## config.mk

```make
export PLATFORM = sky130hd
export DESIGN_NAME = modbus_rtu_response_parser
export DESIGN_NICKNAME = d
export VERILOG_FILES = /design/src/design/mrrp_pkg.sv /design/src/design/mrrp_word_mem.sv /design/src/design/mrrp_frame.sv /design/src/design/mrrp_emit.sv /design/src/design/modbus_rtu_response_parser.sv
export SDC_FILE = /design/constraint.sdc
export NUM_CORES = 1
export LEC_CHECK = 0
export ABC_AREA = 1
export BUFFER_PORTS_ARGS = -buffer_cell sky130_fd_sc_hd__buf_2
export CAP_MARGIN = 20
export CORE_UTILIZATION = 40
export DETAILED_ROUTE_END_ITERATION = 7
export PLACE_DENSITY = 0.59
export SLEW_MARGIN = 20
export SYNTH_ARGS = -nofsm -noshare
export SYNTH_HDL_FRONTEND = slang
export SYNTH_HIERARCHICAL = 1
export SYNTH_SLANG_ARGS = --single-unit
export TNS_END_PERCENT = 5
```

## constraint.sdc

```tcl
create_clock -name clk -period 6.9 [get_ports clk]
set_input_delay 1.38 -clock clk [delete_from_list [all_inputs] [get_ports clk]]
set_output_delay 1.38 -clock clk [all_outputs]
set_load 0.005 [all_outputs]
```

## src/design/mrrp_pkg.sv

```systemverilog
// ----------------------------------------------------------------------------
// mrrp_pkg
// Shared types, codes and the CRC-16 byte update for the response parser.
// ----------------------------------------------------------------------------
package mrrp_pkg;

  localparam int READ_WORDS_DEF = 10;
  localparam int WRITE_LEN      = 8;
  localparam int OUT_FIELDS_W   = 81;
  localparam int OUT_DATA_W     = 88;

  localparam logic [7:0]  FUNC_READ     = 8'h03;
  localparam logic [7:0]  FUNC_WRITE    = 8'h06;
  localparam logic [7:0]  DEVICE_ID_RST = 8'h01;
  localparam logic [15:0] CRC_INIT      = 16'hFFFF;
  localparam logic [15:0] CRC_POLY      = 16'hA001;

  localparam logic [1:0] ST_OK       = 2'd0;
  localparam logic [1:0] ST_NO_START = 2'd1;
  localparam logic [1:0] ST_LENGTH   = 2'd2;
  localparam logic [1:0] ST_CRC      = 2'd3;

  localparam logic [2:0] FC_NONE  = 3'd0;
  localparam logic [2:0] FC_READ  = 3'd3;
  localparam logic [2:0] FC_WRITE = 3'd6;

  typedef struct packed {
    logic        is_read;
    logic [1:0]  status;
    logic [2:0]  func;
    logic [7:0]  count;
    logic [15:0] addr;
    logic [15:0] value;
    logic [15:0] rx_crc;
    logic [15:0] comp_crc;
  } rep_t;

  typedef struct packed {
    logic [15:0] comp_crc;
    logic [15:0] rx_crc;
    logic [15:0] echo_addr;
    logic [15:0] word_value;
    logic [3:0]  word_index;
    logic [7:0]  byte_count;
    logic [2:0]  func;
    logic [1:0]  status;
  } out_t;

  function automatic logic [15:0] crc_byte(input logic [15:0] crc_in, input logic [7:0] b);
    logic [15:0] c;
    c = crc_in ^ {8'h00, b};
    for (int k = 0; k < 8; k++) begin
      c = c[0] ? ((c >> 1) ^ CRC_POLY) : (c >> 1);
    end
    return c;
  endfunction

endpackage

```

## src/design/mrrp_word_mem.sv

```systemverilog
// ----------------------------------------------------------------------------
// mrrp_word_mem
// Register word store: one write port, one read port, registered read data.
// ----------------------------------------------------------------------------
module mrrp_word_mem import mrrp_pkg::*; #(
  parameter int DEPTH = READ_WORDS_DEF,
  parameter int AW    = 4
) (
  input  logic          clk,
  input  logic          wr_en,
  input  logic [AW-1:0] wr_addr,
  input  logic [15:0]   wr_data,
  input  logic          rd_en,
  input  logic [AW-1:0] rd_addr,
  output logic [15:0]   rd_data
);

  logic [15:0] mem [DEPTH];
  logic [15:0] rd_data_r;

  always_ff @(posedge clk) begin
    if (wr_en) begin
      mem[wr_addr] <= wr_data;
    end
  end

  always_ff @(posedge clk) begin
    if (rd_en) begin
      rd_data_r <= mem[rd_addr];
    end
  end

  assign rd_data = rd_data_r;

endmodule

```

## src/design/mrrp_frame.sv

```systemverilog
// ----------------------------------------------------------------------------
// mrrp_frame
// Start-code hunt, frame gathering and CRC; builds the end-of-buffer report.
// ----------------------------------------------------------------------------
module mrrp_frame import mrrp_pkg::*; #(
  parameter int READ_WORDS = READ_WORDS_DEF,
  parameter int AW         = 4
) (
  input  logic          clk,
  input  logic          rst_n,
  input  logic          cfg_wr_en,
  input  logic [7:0]    cfg_wr_data,
  input  logic          acc,
  input  logic [7:0]    rx_byte,
  input  logic          eob,
  output logic          wr_en,
  output logic [AW-1:0] wr_addr,
  output logic [15:0]   wr_data,
  output logic          rep_valid,
  output rep_t          rep
);

  localparam int READ_LEN = 2 * READ_WORDS + 5;
  localparam int MAX_LEN  = (READ_LEN > WRITE_LEN) ? READ_LEN : WRITE_LEN;
  localparam int PW       = $clog2(MAX_LEN + 1);

  typedef enum logic [2:0] {
    K_HUNT  = 3'b001,
    K_READ  = 3'b010,
    K_WRITE = 3'b100
  } kind_t;

  logic [7:0]  dev_r;
  logic [7:0]  prev_r, prev_nxt;
  logic        prev_valid_r, prev_valid_nxt;
  kind_t       kind_r, kind_nxt;
  logic [PW-1:0] pos_r, pos_nxt;
  logic [15:0] crc_r, crc_nxt;
  logic [7:0]  count_r, count_nxt;
  logic [7:0]  hi_r, hi_nxt;
  logic [15:0] addr_r, addr_nxt;
  logic [15:0] value_r, value_nxt;
  logic [15:0] crch_r, crch_nxt;

  logic [PW-1:0] flen, flen_nxt, off;
  logic [PW:0]   pos_w, len_w;
  logic          match, complete;

  assign flen     = (kind_r == K_READ) ? PW'(READ_LEN) : PW'(WRITE_LEN);
  assign pos_w    = {1'b0, pos_r};
  assign len_w    = {1'b0, flen};
  assign off      = pos_r - PW'(3);
  assign match    = prev_valid_r && (prev_r == dev_r) &&
                    ((rx_byte == FUNC_READ) || (rx_byte == FUNC_WRITE));
  assign wr_addr  = AW'(off >> 1);
  assign wr_data  = {hi_r, rx_byte};

  always_comb begin
    prev_nxt       = prev_r;
    prev_valid_nxt = prev_valid_r;
    kind_nxt       = kind_r;
    pos_nxt        = pos_r;
    crc_nxt        = crc_r;
    count_nxt      = count_r;
    hi_nxt         = hi_r;
    addr_nxt       = addr_r;
    value_nxt      = value_r;
    crch_nxt       = crch_r;
    wr_en          = 1'b0;

    if (acc && kind_r == K_HUNT) begin
      if (match) begin
        kind_nxt = (rx_byte == FUNC_READ) ? K_READ : K_WRITE;
        crc_nxt  = crc_byte(crc_r, rx_byte);
        pos_nxt  = PW'(2);
      end else begin
        prev_nxt       = rx_byte;
        prev_valid_nxt = 1'b1;
        crc_nxt        = crc_byte(CRC_INIT, rx_byte);
      end
    end else if (acc && pos_r < flen) begin
      if (pos_w + (PW+1)'(2) < len_w) begin
        crc_nxt = crc_byte(crc_r, rx_byte);
      end
      if (pos_w + (PW+1)'(2) == len_w) begin
        crch_nxt = {rx_byte, 8'h00};
      end else if (pos_w + (PW+1)'(1) == len_w) begin
        crch_nxt = {crch_r[15:8], rx_byte};
      end else if (kind_r == K_READ) begin
        if (pos_r == PW'(2)) begin
          count_nxt = rx_byte;
        end else if (pos_r >= PW'(3)) begin
          if (!off[0]) begin
            hi_nxt = rx_byte;
          end else begin
            wr_en = 1'b1;
          end
        end
      end else begin
        case (pos_r)
          PW'(2):  addr_nxt  = {rx_byte, 8'h00};
          PW'(3):  addr_nxt  = {addr_r[15:8], rx_byte};
          PW'(4):  value_nxt = {rx_byte, 8'h00};
          PW'(5):  value_nxt = {value_r[15:8], rx_byte};
          default: ;
        endcase
      end
      pos_nxt = pos_r + PW'(1);
    end

    flen_nxt = (kind_nxt == K_READ) ? PW'(READ_LEN) : PW'(WRITE_LEN);
    complete = (kind_nxt != K_HUNT) && (pos_nxt == flen_nxt);

    rep = '0;
    if (kind_nxt == K_HUNT) begin
      rep.status = ST_NO_START;
      rep.func   = FC_NONE;
    end else if (!complete) begin
      rep.status = ST_LENGTH;
      rep.func   = (kind_nxt == K_READ) ? FC_READ : FC_WRITE;
    end else begin
      rep.comp_crc = {crc_nxt[7:0], crc_nxt[15:8]};
      rep.rx_crc   = crch_nxt;
      rep.status   = (rep.comp_crc == crch_nxt) ? ST_OK : ST_CRC;
      if (kind_nxt == K_READ) begin
        rep.is_read = 1'b1;
        rep.func    = FC_READ;
        rep.count   = count_nxt;
      end else begin
        rep.func  = FC_WRITE;
        rep.addr  = addr_nxt;
        rep.value = value_nxt;
      end
    end
    rep_valid = acc && eob;

    if (acc && eob) begin
      prev_nxt       = '0;
      prev_valid_nxt = 1'b0;
      kind_nxt       = K_HUNT;
      pos_nxt        = '0;
      crc_nxt        = CRC_INIT;
      count_nxt      = '0;
      hi_nxt         = '0;
      addr_nxt       = '0;
      value_nxt      = '0;
      crch_nxt       = '0;
    end
  end

  always_ff @(posedge clk) begin
    if (!rst_n) begin
      dev_r        <= DEVICE_ID_RST;
      prev_r       <= '0;
      prev_valid_r <= 1'b0;
      kind_r       <= K_HUNT;
      pos_r        <= '0;
      crc_r        <= CRC_INIT;
      count_r      <= '0;
      hi_r         <= '0;
      addr_r       <= '0;
      value_r      <= '0;
      crch_r       <= '0;
    end else begin
      if (cfg_wr_en) begin
        dev_r <= cfg_wr_data;
      end
      prev_r       <= prev_nxt;
      prev_valid_r <= prev_valid_nxt;
      kind_r       <= kind_nxt;
      pos_r        <= pos_nxt;
      crc_r        <= crc_nxt;
      count_r      <= count_nxt;
      hi_r         <= hi_nxt;
      addr_r       <= addr_nxt;
      value_r      <= value_nxt;
      crch_r       <= crch_nxt;
    end
  end

  a_wr_in_read: assert property (@(posedge clk) disable iff (!rst_n)
    wr_en |-> (kind_r == K_READ) && (pos_r >= PW'(3)) && acc)
    else $error("word write outside a read frame");

  a_pos_range: assert property (@(posedge clk) disable iff (!rst_n)
    (kind_r != K_HUNT) |-> (pos_r >= PW'(2)) && (pos_r <= flen))
    else $error("frame position out of range");

  a_hunt_crc: assert property (@(posedge clk) disable iff (!rst_n)
    (kind_r == K_HUNT) && !prev_valid_r |-> (crc_r == CRC_INIT))
    else $error("crc not at init while hunting");

endmodule

```

## src/design/mrrp_emit.sv

```systemverilog
// ----------------------------------------------------------------------------
// mrrp_emit
// Result sequencer: walks the word store and feeds the output register.
// ----------------------------------------------------------------------------
module mrrp_emit import mrrp_pkg::*; #(
  parameter int READ_WORDS = READ_WORDS_DEF,
  parameter int AW         = 4
) (
  input  logic          clk,
  input  logic          rst_n,
  input  logic          rep_valid,
  input  rep_t          rep,
  output logic          busy,
  output logic          rd_en,
  output logic [AW-1:0] rd_addr,
  input  logic [15:0]   rd_data,
  output logic          out_valid,
  input  logic          out_ready,
  output out_t          out_data,
  output logic          out_last
);

  typedef enum logic [3:0] {
    E_IDLE   = 4'b0001,
    E_SINGLE = 4'b0010,
    E_READ   = 4'b0100,
    E_LOAD   = 4'b1000
  } emit_t;

  emit_t         state_r, state_nxt;
  rep_t          rep_r;
  logic [AW-1:0] idx_r, idx_nxt;
  logic          out_valid_r, out_valid_nxt;
  out_t          out_data_r, out_data_nxt;
  logic          out_last_r, out_last_nxt;
  logic          out_free, load, idx_end;

  assign out_free = !out_valid_r || out_ready;
  assign idx_end  = (idx_r == AW'(READ_WORDS - 1));
  assign rd_addr  = idx_r;

  always_comb begin
    state_nxt     = state_r;
    idx_nxt       = idx_r;
    rd_en         = 1'b0;
    load          = 1'b0;
    out_data_nxt  = out_data_r;
    out_last_nxt  = out_last_r;
    out_valid_nxt = out_valid_r && !out_ready;

    out_data_nxt.status     = rep_r.status;
    out_data_nxt.func       = rep_r.func;
    out_data_nxt.byte_count = rep_r.count;
    out_data_nxt.echo_addr  = rep_r.addr;
    out_data_nxt.rx_crc     = rep_r.rx_crc;
    out_data_nxt.comp_crc   = rep_r.comp_crc;

    case (state_r)
      E_IDLE: begin
        if (rep_valid) begin
          idx_nxt   = '0;
          state_nxt = rep.is_read ? E_READ : E_SINGLE;
        end
      end
      E_SINGLE: begin
        if (out_free) begin
          load                    = 1'b1;
          out_data_nxt.word_index = '0;
          out_data_nxt.word_value = rep_r.value;
          out_last_nxt            = 1'b1;
          state_nxt               = E_IDLE;
        end
      end
      E_READ: begin
        if (out_free) begin
          rd_en     = 1'b1;
          state_nxt = E_LOAD;
        end
      end
      E_LOAD: begin
        load                    = 1'b1;
        out_data_nxt.word_index = 4'(idx_r);
        out_data_nxt.word_value = rd_data;
        out_last_nxt            = idx_end;
        if (idx_end) begin
          state_nxt = E_IDLE;
        end else begin
          idx_nxt   = idx_r + AW'(1);
          state_nxt = E_READ;
        end
      end
      default: state_nxt = E_IDLE;
    endcase

    if (load) begin
      out_valid_nxt = 1'b1;
    end else begin
      out_data_nxt = out_data_r;
      out_last_nxt = out_last_r;
    end
  end

  always_ff @(posedge clk) begin
    if (!rst_n) begin
      state_r     <= E_IDLE;
      idx_r       <= '0;
      out_valid_r <= 1'b0;
    end else begin
      state_r     <= state_nxt;
      idx_r       <= idx_nxt;
      out_valid_r <= out_valid_nxt;
    end
  end

  always_ff @(posedge clk) begin
    if (state_r == E_IDLE && rep_valid) begin
      rep_r <= rep;
    end
    out_data_r <= out_data_nxt;
    out_last_r <= out_last_nxt;
  end

  assign busy      = (state_r != E_IDLE);
  assign out_valid = out_valid_r;
  assign out_data  = out_data_r;
  assign out_last  = out_last_r;

  a_load_after_read: assert property (@(posedge clk) disable iff (!rst_n)
    (state_r == E_LOAD) |-> $past(rd_en))
    else $error("word load without a prior read");

  a_load_slot_free: assert property (@(posedge clk) disable iff (!rst_n)
    load |-> out_free)
    else $error("output register overwritten");

  a_last_ends_run: assert property (@(posedge clk) disable iff (!rst_n)
    (load && out_last_nxt) |=> (state_r == E_IDLE))
    else $error("run continues after last result");

endmodule

```

## src/design/modbus_rtu_response_parser.sv

```systemverilog
// ----------------------------------------------------------------------------
// modbus_rtu_response_parser
// Modbus RTU response parser with CRC-16 check, stream in and stream out.
// ----------------------------------------------------------------------------
// Input: one received byte per transfer on in_tdata, in_tlast on the last
// byte of a receive buffer. Output: result items on out_*, out_tlast on the
// final result of a run. The unit address is set through
// cfg_wr_en/cfg_wr_data; the user must write it only while idle, which the
// block does not enforce; reset value 1. A byte that is not the end of a
// buffer produces nothing. On the end-of-buffer byte a report is built in the
// same cycle; a single result is then loaded into the output register in
// state E_SINGLE, each word of a read response by a read in E_READ and a load
// in E_LOAD. A write echo, a missing start code or a short frame gives one
// result; a completed read response, good or bad CRC, gives READ_WORDS results
// through the word store's registered read port. in_tready is low from the
// end-of-buffer transfer until the last result is in the output register, so
// the next buffer may start while that result still waits. A stalled receiver
// holds the output register and the word walk. Synchronous reset returns to
// hunting with CRC 0xFFFF; the word store needs no clearing pass.
// ----------------------------------------------------------------------------
module modbus_rtu_response_parser import mrrp_pkg::*; #(
  parameter int READ_WORDS = READ_WORDS_DEF
) (
  input  logic                  clk,
  input  logic                  rst_n,
  input  logic                  cfg_wr_en,
  input  logic [7:0]            cfg_wr_data,   // unit address
  input  logic                  in_tvalid,
  output logic                  in_tready,
  input  logic [7:0]            in_tdata,      // rx_byte
  input  logic                  in_tlast,      // end_of_buffer
  output logic                  out_tvalid,
  input  logic                  out_tready,
  // status[1:0], fn_code[4:2], byte_count[12:5], word_index[16:13],
  // word_value[32:17], echo_address[48:33], received_crc[64:49],
  // computed_crc[80:65], zero pad[87:81]
  output logic [OUT_DATA_W-1:0] out_tdata,
  output logic                  out_tlast      // last
);

  localparam int AW = (READ_WORDS > 1) ? $clog2(READ_WORDS) : 1;

  logic          acc, busy;
  logic          wr_en, rd_en, rep_valid;
  logic [AW-1:0] wr_addr, rd_addr;
  logic [15:0]   wr_data, rd_data;
  rep_t          rep;
  out_t          out_data;

  assign in_tready = !busy;
  assign acc       = in_tvalid && !busy;
  assign out_tdata = {(OUT_DATA_W - OUT_FIELDS_W)'(0), out_data};

  mrrp_frame #(
    .READ_WORDS (READ_WORDS),
    .AW         (AW)
  ) u_frame (
    .clk         (clk),
    .rst_n       (rst_n),
    .cfg_wr_en   (cfg_wr_en),
    .cfg_wr_data (cfg_wr_data),
    .acc         (acc),
    .rx_byte     (in_tdata),
    .eob         (in_tlast),
    .wr_en       (wr_en),
    .wr_addr     (wr_addr),
    .wr_data     (wr_data),
    .rep_valid   (rep_valid),
    .rep         (rep)
  );

  mrrp_word_mem #(
    .DEPTH (READ_WORDS),
    .AW    (AW)
  ) u_mem (
    .clk     (clk),
    .wr_en   (wr_en),
    .wr_addr (wr_addr),
    .wr_data (wr_data),
    .rd_en   (rd_en),
    .rd_addr (rd_addr),
    .rd_data (rd_data)
  );

  mrrp_emit #(
    .READ_WORDS (READ_WORDS),
    .AW         (AW)
  ) u_emit (
    .clk       (clk),
    .rst_n     (rst_n),
    .rep_valid (rep_valid),
    .rep       (rep),
    .busy      (busy),
    .rd_en     (rd_en),
    .rd_addr   (rd_addr),
    .rd_data   (rd_data),
    .out_valid (out_tvalid),
    .out_ready (out_tready),
    .out_data  (out_data),
    .out_last  (out_tlast)
  );

endmodule

```

# ---- Word-level counts from Yosys, hierarchy flattened
# Memories as Yosys holds them, arrays and structs flattened. A register that Yosys moved wholly into a read port is not among the register bits.
# Cells that the tools add are included.
dict set report classes {
  add_sub_neg 5
  n_lt_le_gt_ge 3
  eq_ne 26
  muxes 83
  n_bitwise 27
  reduce_logical 25
}
# operator n
set ops {}
lappend ops {{2-to-1 mux 16 bit} 33}
lappend ops {{case mux 16 bit (2 select lines)} 2}
lappend ops {{2-to-1 mux 8 bit} 7}
lappend ops {{inverter 2 -> 3 bit} 16}
lappend ops {{case mux 20 bit (2 select lines)} 1}
lappend ops {{2-to-1 mux 5 bit} 6}
lappend ops {{2-to-1 mux 20 bit} 1}
lappend ops {{2-to-1 mux 4 bit} 5}
lappend ops {{2-to-1 mux 3 bit} 6}
lappend ops {{2-to-1 mux 1 bit} 17}
lappend ops {{equality test 16 bit} 1}
lappend ops {{inverter 8 -> 16 bit} 1}
lappend ops {{case mux 4 bit (4 select lines)} 1}
lappend ops {{bitwise XOR 16 x 8 -> 16 bit} 1}
lappend ops {{equality test 6 x 5 -> 1 bit} 2}
lappend ops {{equality test 5 x 2 -> 1 bit (second input constant)} 2}
lappend ops {{equality test 5 x 3 -> 1 bit (second input constant)} 2}
lappend ops {{logical AND 1 bit} 9}
lappend ops {{inverter 1 bit} 9}
lappend ops {{AND reduction 3 bit} 3}
lappend ops {{equality test 4 bit (second input constant)} 2}
lappend ops {{equality test 8 x 2 -> 1 bit (second input constant)} 1}
lappend ops {{equality test 8 x 3 -> 1 bit (second input constant)} 1}
lappend ops {{equality test 8 bit} 1}
lappend ops {{28 further kinds} 39}
dict set report totals {
  register_bits 273
  ramBits 160
  inputBits 22
  output_inout_bits 91
  word_cells 200
  mem_count 1
}
# name words word_bits rd rd_clocked_by_memory_dff wr line_no
set memory_table {}
lappend memory_table {u_mem.mem 10 16 1 1 1 mrrp_word_mem.sv:18} ;# logic [15:0] mem [DEPTH];

# ---- Longest topological paths before layout
# Gate-level depths: netlist (run 1).
dict set report logic_depth {
  word_depth 23
  mapped_depth 25
  ltp_nobuf 24
}

# ---- By module
# The synthesis (run 1) kept the hierarchy.
# mod instances cells_per_inst area_per_inst_um2 seq_area_each_um2
set modules_own_cells {}
lappend modules_own_cells {mrrp_word_mem 1 647 7293.2 5285.1}
lappend modules_own_cells {mrrp_frame 1 978 6367.4 2102.0}
lappend modules_own_cells {mrrp_emit 1 300 5549.1 4954.8}
lappend modules_own_cells {modbus_rtu_response_parser 1 11 70.1 0.0}

# ---- Worst setup path after synthesis (run 1)
# No wires, ideal clock.
dict set report synth_path {
  path_type {input to register}
  startpoint {input out_tready}
  endpoint {register u_emit.out_data_r, in the netlist u_emit/out_data[0] (enable)}
  setup_ns 0.566
  arrival_ns 5.816
  t_required_ns 6.334
  slack_ns 0.518
  path_stages 2
  path_buffers 0
  cell_sequence {nor2_1 o21ai_0}
}
dict set report synth_between {
  elab_chain_len 3
}
# element line_no
set synth_lines {}
lappend synth_lines {{from (decl)} modbus_rtu_response_parser.sv:33} ;# input logic out_tready,
lappend synth_lines {{logical OR 1 bit} mrrp_emit.sv:38} ;# assign out_free = !out_valid_r || out_ready;
lappend synth_lines {{2-to-1 mux 1 bit} mrrp_emit.sv:66} ;# if (out_free) begin
lappend synth_lines {{case mux 1 bit (2 select lines)} mrrp_emit.sv:58} ;# case (state_r)
lappend synth_lines {{via u_emit.load} mrrp_emit.sv:36} ;# logic out_free, load, idx_end;
lappend synth_lines {{to (signal assigned)} mrrp_emit.sv:119} ;# out_data_r <= out_data_nxt;
lappend synth_lines {{to (decl)} mrrp_emit.sv:34} ;# out_t out_data_r, out_data_nxt;
# The timed path passes the listed nets, and every way through them passes these cells.
# A chain may end at the register's enable or synchronous reset.

# ---- Worst setup path after layout (run 1)
dict set report layout_path {
  startpoint {input in_tdata[6]}
  endpoint {register u_emit/rep_r[76] in the netlist's numbering, data pin}
}
dict set report layout_between {
  elab_chain_len 16
  elab_cells_between_ends 46
  classes_between {7 x eq/ne; 32 x mux; 4 x bitwise; 3 x reduce/logical}
}
# element line_no
set layout_lines {}
lappend layout_lines {{from (decl)} modbus_rtu_response_parser.sv:30} ;# input logic [7:0] in_tdata,
lappend layout_lines {{bitwise XOR 16 x 8 -> 16 bit} mrrp_pkg.sv:51} ;# c = crc_in ^ {8'h00, b};
lappend layout_lines {{2-to-1 mux 16 bit (5 in a row)} mrrp_pkg.sv:53} ;# c = c[0] ? ((c >> 1) ^ CRC_POLY) : (c >> 1);
lappend layout_lines {{inverter 2 -> 3 bit (no source line)} --}
lappend layout_lines {{2-to-1 mux 16 bit (3 in a row)} mrrp_pkg.sv:53}
lappend layout_lines {{2-to-1 mux 16 bit} mrrp_frame.sv:82} ;# if (pos_w + (PW+1)'(2) < len_w) begin
lappend layout_lines {{2-to-1 mux 16 bit} mrrp_frame.sv:81} ;# end else if (acc && pos_r < flen) begin
lappend layout_lines {{2-to-1 mux 16 bit} mrrp_frame.sv:71} ;# if (acc && kind_r == K_HUNT) begin
lappend layout_lines {{equality test 16 bit} mrrp_frame.sv:124} ;# rep.status = (rep.comp_crc == crch_nxt) ? ST_OK : ST_CRC;
lappend layout_lines {{2-to-1 mux 2 bit} mrrp_frame.sv:124}
lappend layout_lines {{2-to-1 mux 5 bit} mrrp_frame.sv:118} ;# end else if (!complete) begin
lappend layout_lines {{to (signal assigned)} mrrp_emit.sv:117} ;# rep_r <= rep;
lappend layout_lines {{to (decl)} mrrp_emit.sv:31} ;# rep_t rep_r;
# Several ways; a longest one is shown, not always the timed one.

==> results of run 1 <==
[layout make-up]
class / instances / area [µm²]
flip-flops and latches: 449 / 12300
inverters: 242 / 916
repair buffers: 121 / 666
well taps: 615 / 769
multi-input cells: 1168 / 5560
clock inverters: 19 / 189
fillers: 4432 / 25800
clock buffers: 69 / 1350
[worst max-delay path, stage by stage]
cell and delay [ns]:
buf_2 0.24, inv_1 0.31, ha_1 0.20, nand2_1 0.07, a21oi_1 0.18, inv_1 0.09
nor2_1 0.10, nand2_1 0.13, o21ai_0 0.59, nand2_1 0.29, nand3_1 0.13, nand2_1 0.06
nor2_1 0.10, nand2_1 0.06, nor2_1 0.24, nand3_1 0.11, nand2_1 0.07, inv_1 0.03
[registers in the layout (all words and copies together), names as in the netlist]
| name | flops |
|---|---|
| u_frame/dev_r | 8 |
| u_frame/prev_valid_r | 1 |
| u_emit/out_valid | 1 |
| u_emit/rep_r | 77 |
| u_frame/crc_r | 16 |
| u_emit/rd_addr | 4 |
| u_emit/out_last | 1 |
| u_frame/pos_r | 5 |
| u_frame/count_r | 8 |
| u_frame/prev_r | 8 |
| u_frame/value_r | 16 |
| u_mem/rd_data | 16 |
| u_frame/crch_r | 16 |
| u_emit/state_r | 4 |
| u_frame/addr_r | 16 |
| u_emit/out_data | 81 |
| u_mem/mem | 160 |
| u_frame/kind_r | 3 |
| u_frame/hi_r | 8 |
[through the flow]
stage	area [µm²]	power, mW	hold WS (ns)	std cells	utilization, %
2_1_floorplan	19300	4.27	0.400	1942	-
3_3_place_gp	20200	4.68	0.406	2594	42.4
3_5_place_dp	20200	4.69	0.405	2594	42.4
4_1_cts	21800	7.22	0.418	2682	45.7
5_1_grt	21800	7.51	0.425	2683	45.7
6_report	21800	7.18	0.419	2683	45.7
[metal layers]
metal | GRT usage, % | vias up | part of all wire, %
met1 | 28.5 | 6479 | 45
met2 | 32.2 | 462 | 45
met4 | 6.14 | 4 | 2.4
li1 | - | 6485 | -
met3 | 4.51 | 88 | 7.5
met5 | 0 | - | 0.046
[cells in the mapped netlist, drive strengths merged, types with 6 or more instances]
| master | n | area share [%] |
|---|---|---|
| nand2 | 484 | 9.7 |
| edfxtp | 335 | 52 |
| nor2 | 274 | 6.0 |
| inv | 239 | 4.7 |
| nand3 | 170 | 4.7 |
| dfxtp | 114 | 12 |
| o21ai | 98 | 2.6 |
| buf | 67 | 2.5 |
| a21oi | 44 | 1.2 |
| ha | 19 | 1.2 |
| a22oi | 16 | 0.62 |
| clkbuf | 16 | 0.32 |
| xor2 | 11 | 0.50 |
| nand4 | 9 | 0.37 |
| xnor2 | 8 | 0.36 |
| nand3b | 6 | 0.23 |
| or2 | 6 | 0.19 |
[power by group through the flow]
stage | Clock [mW] | Sequential, mW | Combinational (mW)
after floorplan | 0 | 3.24 | 1.03
after global placement | 0 | 3.28 | 1.40
after detailed placement | 0 | 3.28 | 1.42
after CTS | 2.57 | 3.22 | 1.42
after global routing | 2.67 | 3.24 | 1.60
final | 2.52 | 3.22 | 1.44
[worst max-delay path by stage]
stage / slack (ns) / cells after the start / start / to
finish: 2.83 / 18 / in_tdata[6] / u_emit/rep_r[76]
global route: 2.55 / 20 / in_tdata[6] / u_emit/state_r[2]
CTS: 2.87 / 16 / in_tdata[3] / u_emit/rep_r[1]
detailed placement: 2.25 / 16 / in_tdata[3] / u_emit/rep_r[1]
global placement: 2.33 / 18 / in_tdata[3] / u_emit/rep_r[76]
floorplan: 0.52 / 2 / out_tready / u_emit/out_data[0]
[cells by family (layout without fill, tap and decap cells)]
group / count (synthesis) / in the layout / share of synthesized area [%]
xor gates and xnor gates: 19 / 19 / 0.863
AOI/OAI and AO/OA: 167 / 167 / 4.81
other: 1 / 7 / 0.0195
and+or+nand+nor: 956 / 956 / 21.5
adders and majority gates: 19 / 19 / 1.23
buffers and inverters: 325 / 451 / 7.53
DFF: 449 / 449 / 64.0
==> metrics.md, run 1 <==
| Metric | Value |
|---|---|
| Worst-Margin Slew | 1.10 ns |
| Largest net degree at the start of global routing | 81 |
| GP Congestion | 0.890 |
| Most frequent cells in the layout | nand2_1, edfxtp_1, nor2_1, inv_1, nand3_1 |
| Die height | 222 µm |
| Clock Pin Slew Worst Setup and Hold Paths | 0.06 ns |
| Post-CTS Setup Bufs | 0 |
| Share of layout cells above drive strength 1 | 16.2% |
| Post-DP HPWL | 32300 µm |
| Max transition margin | 26.6% |
| Hold Crit Depth | 0 |
| Int Power | 4.97 mW |
| # diodes | 0 |
| Number of antenna violations at the first check in global routing | 2 |
| Clock root buffer | clkbuf_16 |
| Max Cap Viol | 0 |
| Reg2Reg Depth | 10 |
| PortBufs | 105 |
| Final hold vios | 0 |
| TritonCTS Sinks | 449 |
| Die Width | 222 µm |
| Initial Util | 40.5% |
| Global-route wire length before repair | 77100 µm |
| Sequential power share | 44.9% |
| CTS tree | built |
| Final nets | 2070 |
| Post-CTS sizing | 0 |
| Post-Synthesis Cells | 1936 |
| Final ANT Viol Nets | 0 |
| Num rows | 80 |
| Post-Syn Area | 19300 µm² |
| Hold buffer count at cts | 0 |
| Final setup TNS | 0 ns |
| Clock network power share | 35.1% |
| FF+latch count, synth | 449 |
| Element type at the critical path start | input pin |
| Ys Warns | 6 |
| Fin crit period | 4.07 ns |
| EDFF count, synth | 335 |
| Syn_area_per_cell | 9.96 µm² |
| Pleak | 8.86 nW |
| Slew Viols, Final | 0 |
| Vias | 13518 |
| Die area | 49100 µm² |
| Psw | 2.21 mW |
| Final setup fails | 0 |
| Worst r2r dst | u_mem/mem[3][8] |
| Switching Share | 30.8% |
| I/O pin cnt | 113 |
| Pwr per Cell Area | 329 nW/µm² |
| Via-to-Cell Ratio | 5.04 |
| Total wire length | 50100 µm |
| Max Root-Sink Buffers | 3 |
| Crit Path Category | input pin to flip-flop |
| Pre-CTS WS | 2.25 ns |
| Num CTS Buffers | 47 |
| Internal reg-to-reg setup slack | 3.12 ns |
| First-pass DRT Iterations | 5 |
| Sequential share of the synthesized area | 64.0% |
| CORE AREA | 47600 µm² |
| H-tree depth | 2 |
| Synth cell types | 45 |
| Setup ws final | 2.83 ns |
| Hold crit path type | flip-flop to flip-flop |
| Async S/R FF share, synth | 0% |
| Overflow after GRT | 0 |
| RSZ-0062 raised after global routing | false |
| Tot GR Track Use | 20.5% |
| Synth Flop Type | edfxtp_1 |
| Status | complete, no violations |
| Worst hold endpoint | u_emit/out_data[9] |
| Critical path capture point type | flip-flop |
| RR Startpoint | u_frame/pos_r[0] |
| Critical Path RT | 7.24 ns |
| # DRC | 0 |
| Hold_sp | u_emit/rep_r[68] |
| Max VDD drop | 0.198 mV |
| Clock Skew | 0.0278 ns |
| Combinational fraction of design power | 20.0% |
| Vias in the first global route | 12947 |
| CP Data Arrival Time | 4.41 ns |
| Ratio of final minimum period to clock period | 59.0% |
| Commonest non-fill, non-tap cell in the layout | nand2_1 |
| Fmax | 246 MHz |
| Wirelength per Cell | 18.7 µm |
| Critical-path maximum fanout | 17 |
| Worst skew pair latency | 0.58 ns |
| Layout area overhead | 13.1% |
| Initial DRC Count | 1419 |
Note: power is estimated with default switching activity, not from simulation.
==> run 2: changes to the inputs <==
--- a/config.mk
+++ b/config.mk
@@ -5,12 +5,12 @@
 export SDC_FILE = /design/constraint.sdc
 export NUM_CORES = 1
 export LEC_CHECK = 0
-export ABC_AREA = 1
+export ABC_AREA = 0
 export BUFFER_PORTS_ARGS = -buffer_cell sky130_fd_sc_hd__buf_2
 export CAP_MARGIN = 20
 export CORE_UTILIZATION = 40
 export DETAILED_ROUTE_END_ITERATION = 7
-export PLACE_DENSITY = 0.59
+export PLACE_DENSITY = 0.62
 export SLEW_MARGIN = 20
 export SYNTH_ARGS = -nofsm -noshare
 export SYNTH_HDL_FRONTEND = slang
==> constraint.sdc (replaced) <==
create_clock -name clk -period 3.68 [get_ports clk]
set_input_delay 0.736 -clock clk [delete_from_list [all_inputs] [get_ports clk]]
set_output_delay 0.736 -clock clk [all_outputs]
set_load 0.005 [all_outputs]
==> run 2 against run 1 <==
  * Final cell count down 19%
  * Clock-buffer cell count down 8
  * Critical path type is now flip-flop to flip-flop
  * Sequential share of layout area down 0.058 points
  * Critical endpoint is now u_emit/rep_r[75]
  * Largest power group unchanged
  * Die area down 4.7%
==> metrics.md, run 2 <==
| Metric | Value |
|---|---|
| Post-Synth XOR/XNOR Area | 3.13% (was 0.863%) |
| Num rows | 78 (was 80) |
| Largest net degree at the start of global routing | 63 (was 81) |
| # DRC | 0 (unchanged) |
| Share of layout cells above drive strength 1 | 26.8% (was 16.2%) |
| Pleak | 7.30 nW (was 8.86 nW) |
| Initial DRC Count | 724 (was 1419) |
| Max incr delay on CP | 0.56 ns (was 0.59 ns) |
| First-pass DRT Iterations | 5 (unchanged) |
| Max reg flops | 160 (unchanged) |
| Critical-path maximum fanout | 5 (was 17) |
| Final setup fails | 0 (unchanged) |
| Status | complete, no violations (unchanged) |
| CP Data Arrival Time | 3.87 ns (was 4.41 ns) |
| Ys Warns | 6 (unchanged) |
| Final ANT Viol Nets | 0 (unchanged) |
| Global-route wire length before repair | 64600 µm (was 77100 µm) |
| Number of antenna violations at the first check in global routing | 2 (unchanged) |
| Max Cap Viol | 0 (unchanged) |
| Tot GR Track Use | 18.0% (was 20.5%) |
| Vias | 11026 (was 13518) |
| Area leader, netlist | edfxtp_1 (unchanged) |
| Synth top area share | 54.8% (was 52.2%) |
| EDFF count, synth | 335 (unchanged) |
| Hold buffer count at cts | 0 (unchanged) |
| Hold WS | 0.417 ns (was 0.419 ns) |
| Synth top area cells | edfxtp_1, dfxtp_1, mux2_2 (was edfxtp_1, dfxtp_1, nand2_1) |
| Mux contribution to synthesized area | 7.51% (was 0%) |
| Async S/R FF share, synth | 0% (unchanged) |
| Ratio of final minimum period to clock period | 97.3% |
| Hold_sp | u_emit/rep_r[4] (was u_emit/rep_r[68]) |
| Element type at the critical path start | flip-flop (was input pin) |
| Clock root buffer | clkbuf_16 (unchanged) |
| Most frequent CP cell | buf_4 (was nand2_1) |
| Main combinational cell family by area after synthesis | simple AND/OR/NAND/NOR gates (unchanged) |
| Highest-delay cell along the critical path | or4_4 (was o21ai_0) |
| RSZ-0062 raised after global routing | true (was false) |
| Max VDD drop | 0.329 mV (was 0.198 mV) |
| TritonCTS Sinks | 449 (unchanged) |
| Utilization after layout | 48.1% (was 45.7%) |
| Crit Path Category | flip-flop to flip-flop (was input pin to flip-flop) |
| Total wire length | 42100 µm (was 50100 µm) |
| Clock Pin Slew Worst Setup and Hold Paths | 0.07 ns (was 0.06 ns) |
| Top reg by flops | u_mem/mem (unchanged) |
| Pre-CTS WS | 0.0223 ns (was 2.25 ns) |
| PortBufs | 105 (unchanged) |
| Via-to-Cell Ratio | 5.07 (was 5.04) |
| Max transition margin | 34.2% (was 26.6%) |
| I/O pin cnt | 113 (unchanged) |
| Slew Viols, Final | 0 (unchanged) |
| Fmax | 279 MHz |
| RR Startpoint | u_emit/state_r[2] (was u_frame/pos_r[0]) |
| FF+latch count, synth | 449 (unchanged) |
| Synth Flop Type | edfxtp_1 (unchanged) |
| Critical Path RT | 3.96 ns (was 7.24 ns) |
| Worst Setup SP | u_emit/state_r[2] (was in_tdata[6]) |
| Crit path cell chain | nor4b_4 > inv_1 > nor2b_1 > buf_4 > and2b_1 > o211ai_1 > buf_4 > or4_4 > buf_4 > mux2i_4 > nand2b_1 > mux2i_1 > a21oi_2 > nor4_4 > o21ai_1 (was buf_2 > inv_1 > ha_1 > nand2_1 > a21oi_1 > inv_1 > nor2_1 > nand2_1 > o21ai_0 > nand2_1 > nand3_1 > nand2_1 > nor2_1 > nand2_1 > nor2_1 > nand3_1 > nand2_1 > inv_1) |
| Die Width | 216 µm (was 222 µm) |
| Pwr per Cell Area | 581 nW/µm² (was 329 nW/µm²) |
| Simple-Gate Fraction of Synth Area | 10.1% (was 21.5%) |
| Wirelength per Cell | 19.4 µm (was 18.7 µm) |
| Most frequent cells in the layout | edfxtp_1, nor2_1, dfxtp_1, buf_4, buf_2 (was nand2_1, edfxtp_1, nor2_1, inv_1, nand3_1) |
| Layout Cells excl Fill | 2176 (was 2683) |
| Synth cell types | 80 (was 45) |
| Die area | 46800 µm² (was 49100 µm²) |
| Count leader, synth | edfxtp_1 (was nand2_1) |
| Hold crit path type | flip-flop to flip-flop (unchanged) |
| Fin crit period | 3.58 ns |
| Post-Synthesis Cells | 1340 (was 1936) |
| Placed cell count | 2086 (was 2594) |
| Synth Area in Compound Gates | 7.50% (was 4.81%) |
| Syn_area_per_cell | 13.7 µm² (was 9.96 µm²) |
| Clock Skew | 0.0171 ns (was 0.0278 ns) |
| CORE AREA | 45400 µm² (was 47600 µm²) |
| Critical path capture point type | flip-flop (unchanged) |
| Overflow after GRT | 0 (unchanged) |
| Commonest non-fill, non-tap cell in the layout | edfxtp_1 (was nand2_1) |
| Final hold vios | 0 (unchanged) |
| Fillcell total | 4011 (was 4432) |
| Vias in the first global route | 10792 (was 12947) |
| GP Congestion | 0.915 (was 0.890) |
| Initial Util | 40.5% (about the same) |
| CTS tree | built (unchanged) |
| Synth Area in Adders | 1.29% (was 1.23%) |
| Die height | 216 µm (was 222 µm) |
| Setup ws final | 0.0980 ns (was 2.83 ns) |
| Reg2Reg Depth | 15 (was 10) |
| Worst skew pair latency | 0.56 ns (was 0.58 ns) |
| Post-Syn Area | 18400 µm² (was 19300 µm²) |
| Max Root-Sink Buffers | 3 (unchanged) |
| Num CTS Buffers | 45 (was 47) |
| H-tree depth | 2 (unchanged) |
| Internal reg-to-reg setup slack | 0.1 ns (was 3.12 ns) |
| Post-DP HPWL | 28400 µm (was 32300 µm) |
| Worst-Margin Slew | 0.986 ns (was 1.10 ns) |
| Final nets | 1579 (was 2070) |
| Sequential share of the synthesized area | 67.2% (was 64.0%) |
| Layout area overhead | 18.8% (was 13.1%) |
| Most common library cells after synthesis | edfxtp_1, nor2_1, dfxtp_1 (was nand2_1, edfxtp_1, nor2_1) |
| Hold Crit Depth | 0 (unchanged) |
[run 2: changes by cell type after synthesis, sizes merged, moves of 65 or more]
cell / change
nand2: -402
inv: -218
nand3: -157
nor2: -83
o21ai: -80
mux2: +65
[run 2: path summary, 6_finish.rpt]
kind | end
max reg2reg | u_emit/rep_r[75]
min reg2reg | u_emit/out_data[69]
max | u_emit/rep_r[75]
min | u_emit/out_data[69]
[run 2: critical path: cells and delay by family (launching register included)]
kind	cells	cell delay [ns]
compound gates	3	0.39
flops	1	0.33
mux	2	0.34
buf+inv	4	0.65
simple gates	6	1.59
[run 2: timing repair]
item                       CTS  global route
hold endpoints to repair     0             0
setup buffers                0             5
setup endpoints to repair    0            11
gates resized for setup      0            14
[run 2: metrics by stage]
stage | TNS (ns) | total power, mW | cell area [µm²]
floorplan | -4.45 | 7.32 | 18400
global placement | 0 | 8.24 | 20200
detailed placement | 0 | 8.23 | 20200
CTS | 0 | 12.7 | 21700
global route | -0.149 | 13.2 | 21800
finish | 0 | 12.7 | 21800
[run 2: final cells by class]
cell class	count	area [µm²]	area share, %
Tap cell	600	751	3.44
Clock inverter	23	204	0.934
Multi-Input combinational cell	791	5550	25.4
Antenna cell	1	2.50	0.0115
Inverter	22	83.8	0.384
Clock buffer	61	1250	5.72
Timing Repair Buffer	229	1640	7.49
Sequential cell	449	12300	56.6
[run 2: where the power goes]
part | switching, mW | internal [mW] | total [mW]
registers | 0.149 | 5.80 | 5.95
clock network | 1.89 | 2.60 | 4.49
logic | 1.27 | 0.969 | 2.24
[run 2: per-layer routing]
metal  vias to the layer above  wire (µm)  track usage [%]
met2                       261      19700             29.2
met5                         -         13                0
met4                         2       1230             6.27
li1                       5280          -                -
met1                      5413      19200             24.3
met3                        70       2010             3.05
[run 2: kinds of logic after synthesis]
kind of cell               count (synthesis)
AOI/OAI and AO/OA                        186
adders and majority gates                 19
buffers and inverters                    106
other                                      1
and+or+nand+nor                          390
xor gates and xnor gates                  61
DFF                                      449
muxes                                    128
==> run 3: changes to the inputs <==
--- a/config.mk
+++ b/config.mk
@@ -9,8 +9,10 @@
 export BUFFER_PORTS_ARGS = -buffer_cell sky130_fd_sc_hd__buf_2
 export CAP_MARGIN = 20
 export CORE_UTILIZATION = 40
+export CTS_BUF_LIST = sky130_fd_sc_hd__clkbuf_4 sky130_fd_sc_hd__clkbuf_8
 export DETAILED_ROUTE_END_ITERATION = 7
 export PLACE_DENSITY = 0.62
+export SETUP_SLACK_MARGIN = 0.1
 export SLEW_MARGIN = 20
 export SYNTH_ARGS = -nofsm -noshare
 export SYNTH_HDL_FRONTEND = slang
==> run 3 against run 2 <==
  * Clock skew up 0.014 ns
  * Cell area shrank 0.25%
  * Sequential share of layout area increased by 0.14 points
  * Hold slack got worse by 0.081 ns
  * Clock-buffer cell count increased by 43
==> metrics.md, run 3 (synthesis gave the netlist of run 2 again) <==
| Metric | Value |
|---|---|
| Clock Pin Slew Worst Setup and Hold Paths | 0.06 ns (was 0.07 ns) |
| Fillcell total | 4055 (was 4011) |
| Status | complete, no violations (unchanged) |
| Worst hold endpoint | u_frame/dev_r[0] (was u_emit/out_data[69]) |
| CP Data Arrival Time | 3.88 ns (was 3.87 ns) |
| Num rows | 78 (unchanged) |
| Hold_sp | cfg_wr_data[0] (was u_emit/rep_r[4]) |
| Die height | 216 µm (unchanged) |
| Slew Viols, Final | 0 (unchanged) |
| CTS tree | built (unchanged) |
| Top reg by flops | u_mem/mem (unchanged) |
| Num CTS Buffers | 71 (was 45) |
| Final hold vios | 0 (unchanged) |
| Die area | 46800 µm² (unchanged) |
| Vias in the first global route | 11055 (was 10792) |
| Via-to-Cell Ratio | 5.07 (about the same) |
| Clock Skew | 0.0313 ns (was 0.0171 ns) |
| Crit path cell chain | nor4b_4 > inv_1 > nor2b_1 > buf_4 > and2b_1 > o211ai_1 > buf_4 > or4_4 > mux2i_4 > nand2b_4 > mux2i_1 > a21oi_2 > nor4_4 > o21ai_1 (was nor4b_4 > inv_1 > nor2b_1 > buf_4 > and2b_1 > o211ai_1 > buf_4 > or4_4 > buf_4 > mux2i_4 > nand2b_1 > mux2i_1 > a21oi_2 > nor4_4 > o21ai_1) |
| Vias | 11245 (was 11026) |
| Initial Util | 40.5% (unchanged) |
| Pleak | 7.33 nW (was 7.30 nW) |
| Max reg flops | 160 (unchanged) |
| I/O pin cnt | 113 (unchanged) |
| Worst skew pair latency | 0.64 ns (was 0.56 ns) |
| RSZ-0062 raised after global routing | true (unchanged) |
| Wirelength per Cell | 19.1 µm (was 19.4 µm) |
| Hold crit path type | input pin to flip-flop (was flip-flop to flip-flop) |
| Fin crit period | 3.51 ns (was 3.58 ns) |
| First-pass DRT Iterations | 7 (was 5) |
| RR Startpoint | u_emit/state_r[2] (unchanged) |
| Number of antenna violations at the first check in global routing | 3 (was 2) |
| Largest net degree at the start of global routing | 63 (unchanged) |
| Highest-delay cell along the critical path | or4_4 (unchanged) |
| Reg2Reg Depth | 14 (was 15) |
| Element type at the critical path start | flip-flop (unchanged) |
| Initial DRC Count | 736 (was 724) |
| Worst r2r dst | u_emit/rep_r[75] (unchanged) |
| Hold buffer count at cts | 0 (unchanged) |
| Clock root buffer | clkbuf_8 (was clkbuf_16) |
| CORE AREA | 45400 µm² (unchanged) |
| Max VDD drop | 0.222 mV (was 0.329 mV) |
| Layout area overhead | 18.5% (was 18.8%) |
| Most frequent CP cell | buf_4 (unchanged) |
| Cell family with most CP delay | simple AND/OR/NAND/NOR gates (unchanged) |
| Internal reg-to-reg setup slack | 0.17 ns (was 0.1 ns) |
| PortBufs | 105 (unchanged) |
| GP Congestion | 0.915 (unchanged) |
| Post-DP HPWL | 28400 µm (unchanged) |
| Pwr per Cell Area | 565 nW/µm² (was 581 nW/µm²) |
| Max transition margin | 34.6% (was 34.2%) |
| Max Root-Sink Buffers | 3 (unchanged) |
| # DRC | 0 (unchanged) |
| Max Cap Viol | 0 (unchanged) |
| Worst-Margin Slew | 0.979 ns (was 0.986 ns) |
| Commonest non-fill, non-tap cell in the layout | edfxtp_1 (unchanged) |
| Final setup TNS | 0 ns (unchanged) |
| Most frequent cells in the layout | edfxtp_1, nor2_1, dfxtp_1, buf_4, buf_2 (unchanged) |
| Critical-path maximum fanout | 8 (was 5) |
| Ratio of final minimum period to clock period | 95.4% (was 97.3%) |
| Global-route wire length before repair | 64900 µm (was 64600 µm) |
| Final setup fails | 0 (unchanged) |
| TritonCTS Sinks | 449 (unchanged) |
| Overflow after GRT | 0 (unchanged) |
| CP bufs+invs | 3 (was 4) |
| Final ANT Viol Nets | 0 (unchanged) |
| Fmax | 285 MHz (was 279 MHz) |
| Tot GR Track Use | 18.2% (was 18.0%) |
| Max incr delay on CP | 0.64 ns (was 0.56 ns) |
| H-tree depth | 3 (was 2) |
| Final nets | 1603 (was 1579) |
| Hold Crit Depth | 3 (was 0) |
| Die Width | 216 µm (unchanged) |
| Total power | 12.3 mW (was 12.7 mW) |
| Share of layout cells above drive strength 1 | 29.0% (was 26.8%) |
| Crit Path Category | flip-flop to flip-flop (unchanged) |
| Critical path capture point type | flip-flop (unchanged) |
| Total wire length | 42300 µm (was 42100 µm) |
| Critical Path RT | 4.04 ns (was 3.96 ns) |
-- run 3: changes by cell type in the layout (fill, tap and decap cells not counted), sizes merged --
| cell | previous run | this run |
|---|---|---|
| clkbuf | 61 | 104 |
| buf | 229 | 227 |
| inv | 23 | 24 |
| bufinv | 3 | 1 |
| clkinvlp | 2 | 0 |
| clkinv | 17 | 22 |
-- run 3: routing by layer --
metal | track usage, % | share of wire (%) | wire (µm)
met1 | 24.2 | 45 | 19000
met2 | 29.0 | 47 | 19700
met3 | 3.47 | 5.2 | 2200
met4 | 8.38 | 3.3 | 1390
met5 | 0 | 0.038 | 16
-- run 3: worst max path at each step --
| stage | startpoint | end | slack [ns] | cells past startpoint |
|---|---|---|---|---|
| 3_3_place_gp | in_tvalid | u_emit/rep_r[76] | 0.006 | 13 |
| 5_1_grt | u_emit/state_r[2] | u_emit/rep_r[75] | -0.04 | 14 |
| 2_1_floorplan | u_frame/pos_r[3] | u_mem/mem[0][0] | -0.28 | 12 |
| 4_1_cts | u_emit/state_r[3] | u_emit/rep_r[75] | 0.11 | 14 |
| 6_report | u_emit/state_r[2] | u_emit/rep_r[75] | 0.17 | 14 |
| 3_5_place_dp | in_tdata[6] | u_emit/rep_r[75] | 0.02 | 12 |
-- run 3: area by class of cell --
cell class / instances / area [µm²] / share of cell area (%)
tap: 600 / 751 / 3.45
sequential: 449 / 12300 / 56.7
timing repair buffer: 227 / 1610 / 7.38
clock inverter: 25 / 143 / 0.655
multi-input combinational: 791 / 5580 / 25.6
inverter: 22 / 83.8 / 0.385
clock buffer: 104 / 1260 / 5.77
antenna: 1 / 2.50 / 0.0115
-- run 3: repair_timing --
| action | in CTS | in global routing |
|---|---|---|
| setup buffers | 0 | 3 |
| resized for setup | 3 | 16 |
| setup endpoints to repair | 2 | 94 |
| hold endpoints to repair | 0 | 0 |
| pin swaps | 0 | 6 |
-- run 3: through the flow --
stage | cells | cell area, µm² | hold slack, ns | worst slack (ns) | util, %
6_report | 2219 | 21800 | 0.336 | 0.169 | 48.0
5_1_grt | 2218 | 21800 | 0.328 | -0.0365 | 48.0
4_1_cts | 2215 | 21700 | 0.302 | 0.111 | 47.7
3_5_place_dp | 2086 | 20200 | 0.405 | 0.0223 | 44.6
3_3_place_gp | 2086 | 20200 | 0.405 | 0.00619 | 44.6
2_1_floorplan | 1346 | 18400 | 0.400 | -0.278 | -
-- run 3: power breakdown --
group | internal [mW] | leakage, nW | switching, mW
clock network | 2.27 | 0.750 | 1.88
logic | 0.953 | 2.81 | 1.26
registers | 5.81 | 3.77 | 0.149
-- run 3: worst reg2reg max path: stages, from the launching register on --
cell and delay [ns]:
dfxtp_2 0.34, nor4b_4 0.35, inv_1 0.10, nor2b_1 0.12
buf_4 0.17, and2b_1 0.15, o211ai_1 0.16, buf_4 0.22
or4_4 0.64, mux2i_4 0.25, nand2b_4 0.14, mux2i_1 0.16
a21oi_2 0.10, nor4_4 0.25, o21ai_1 0.11
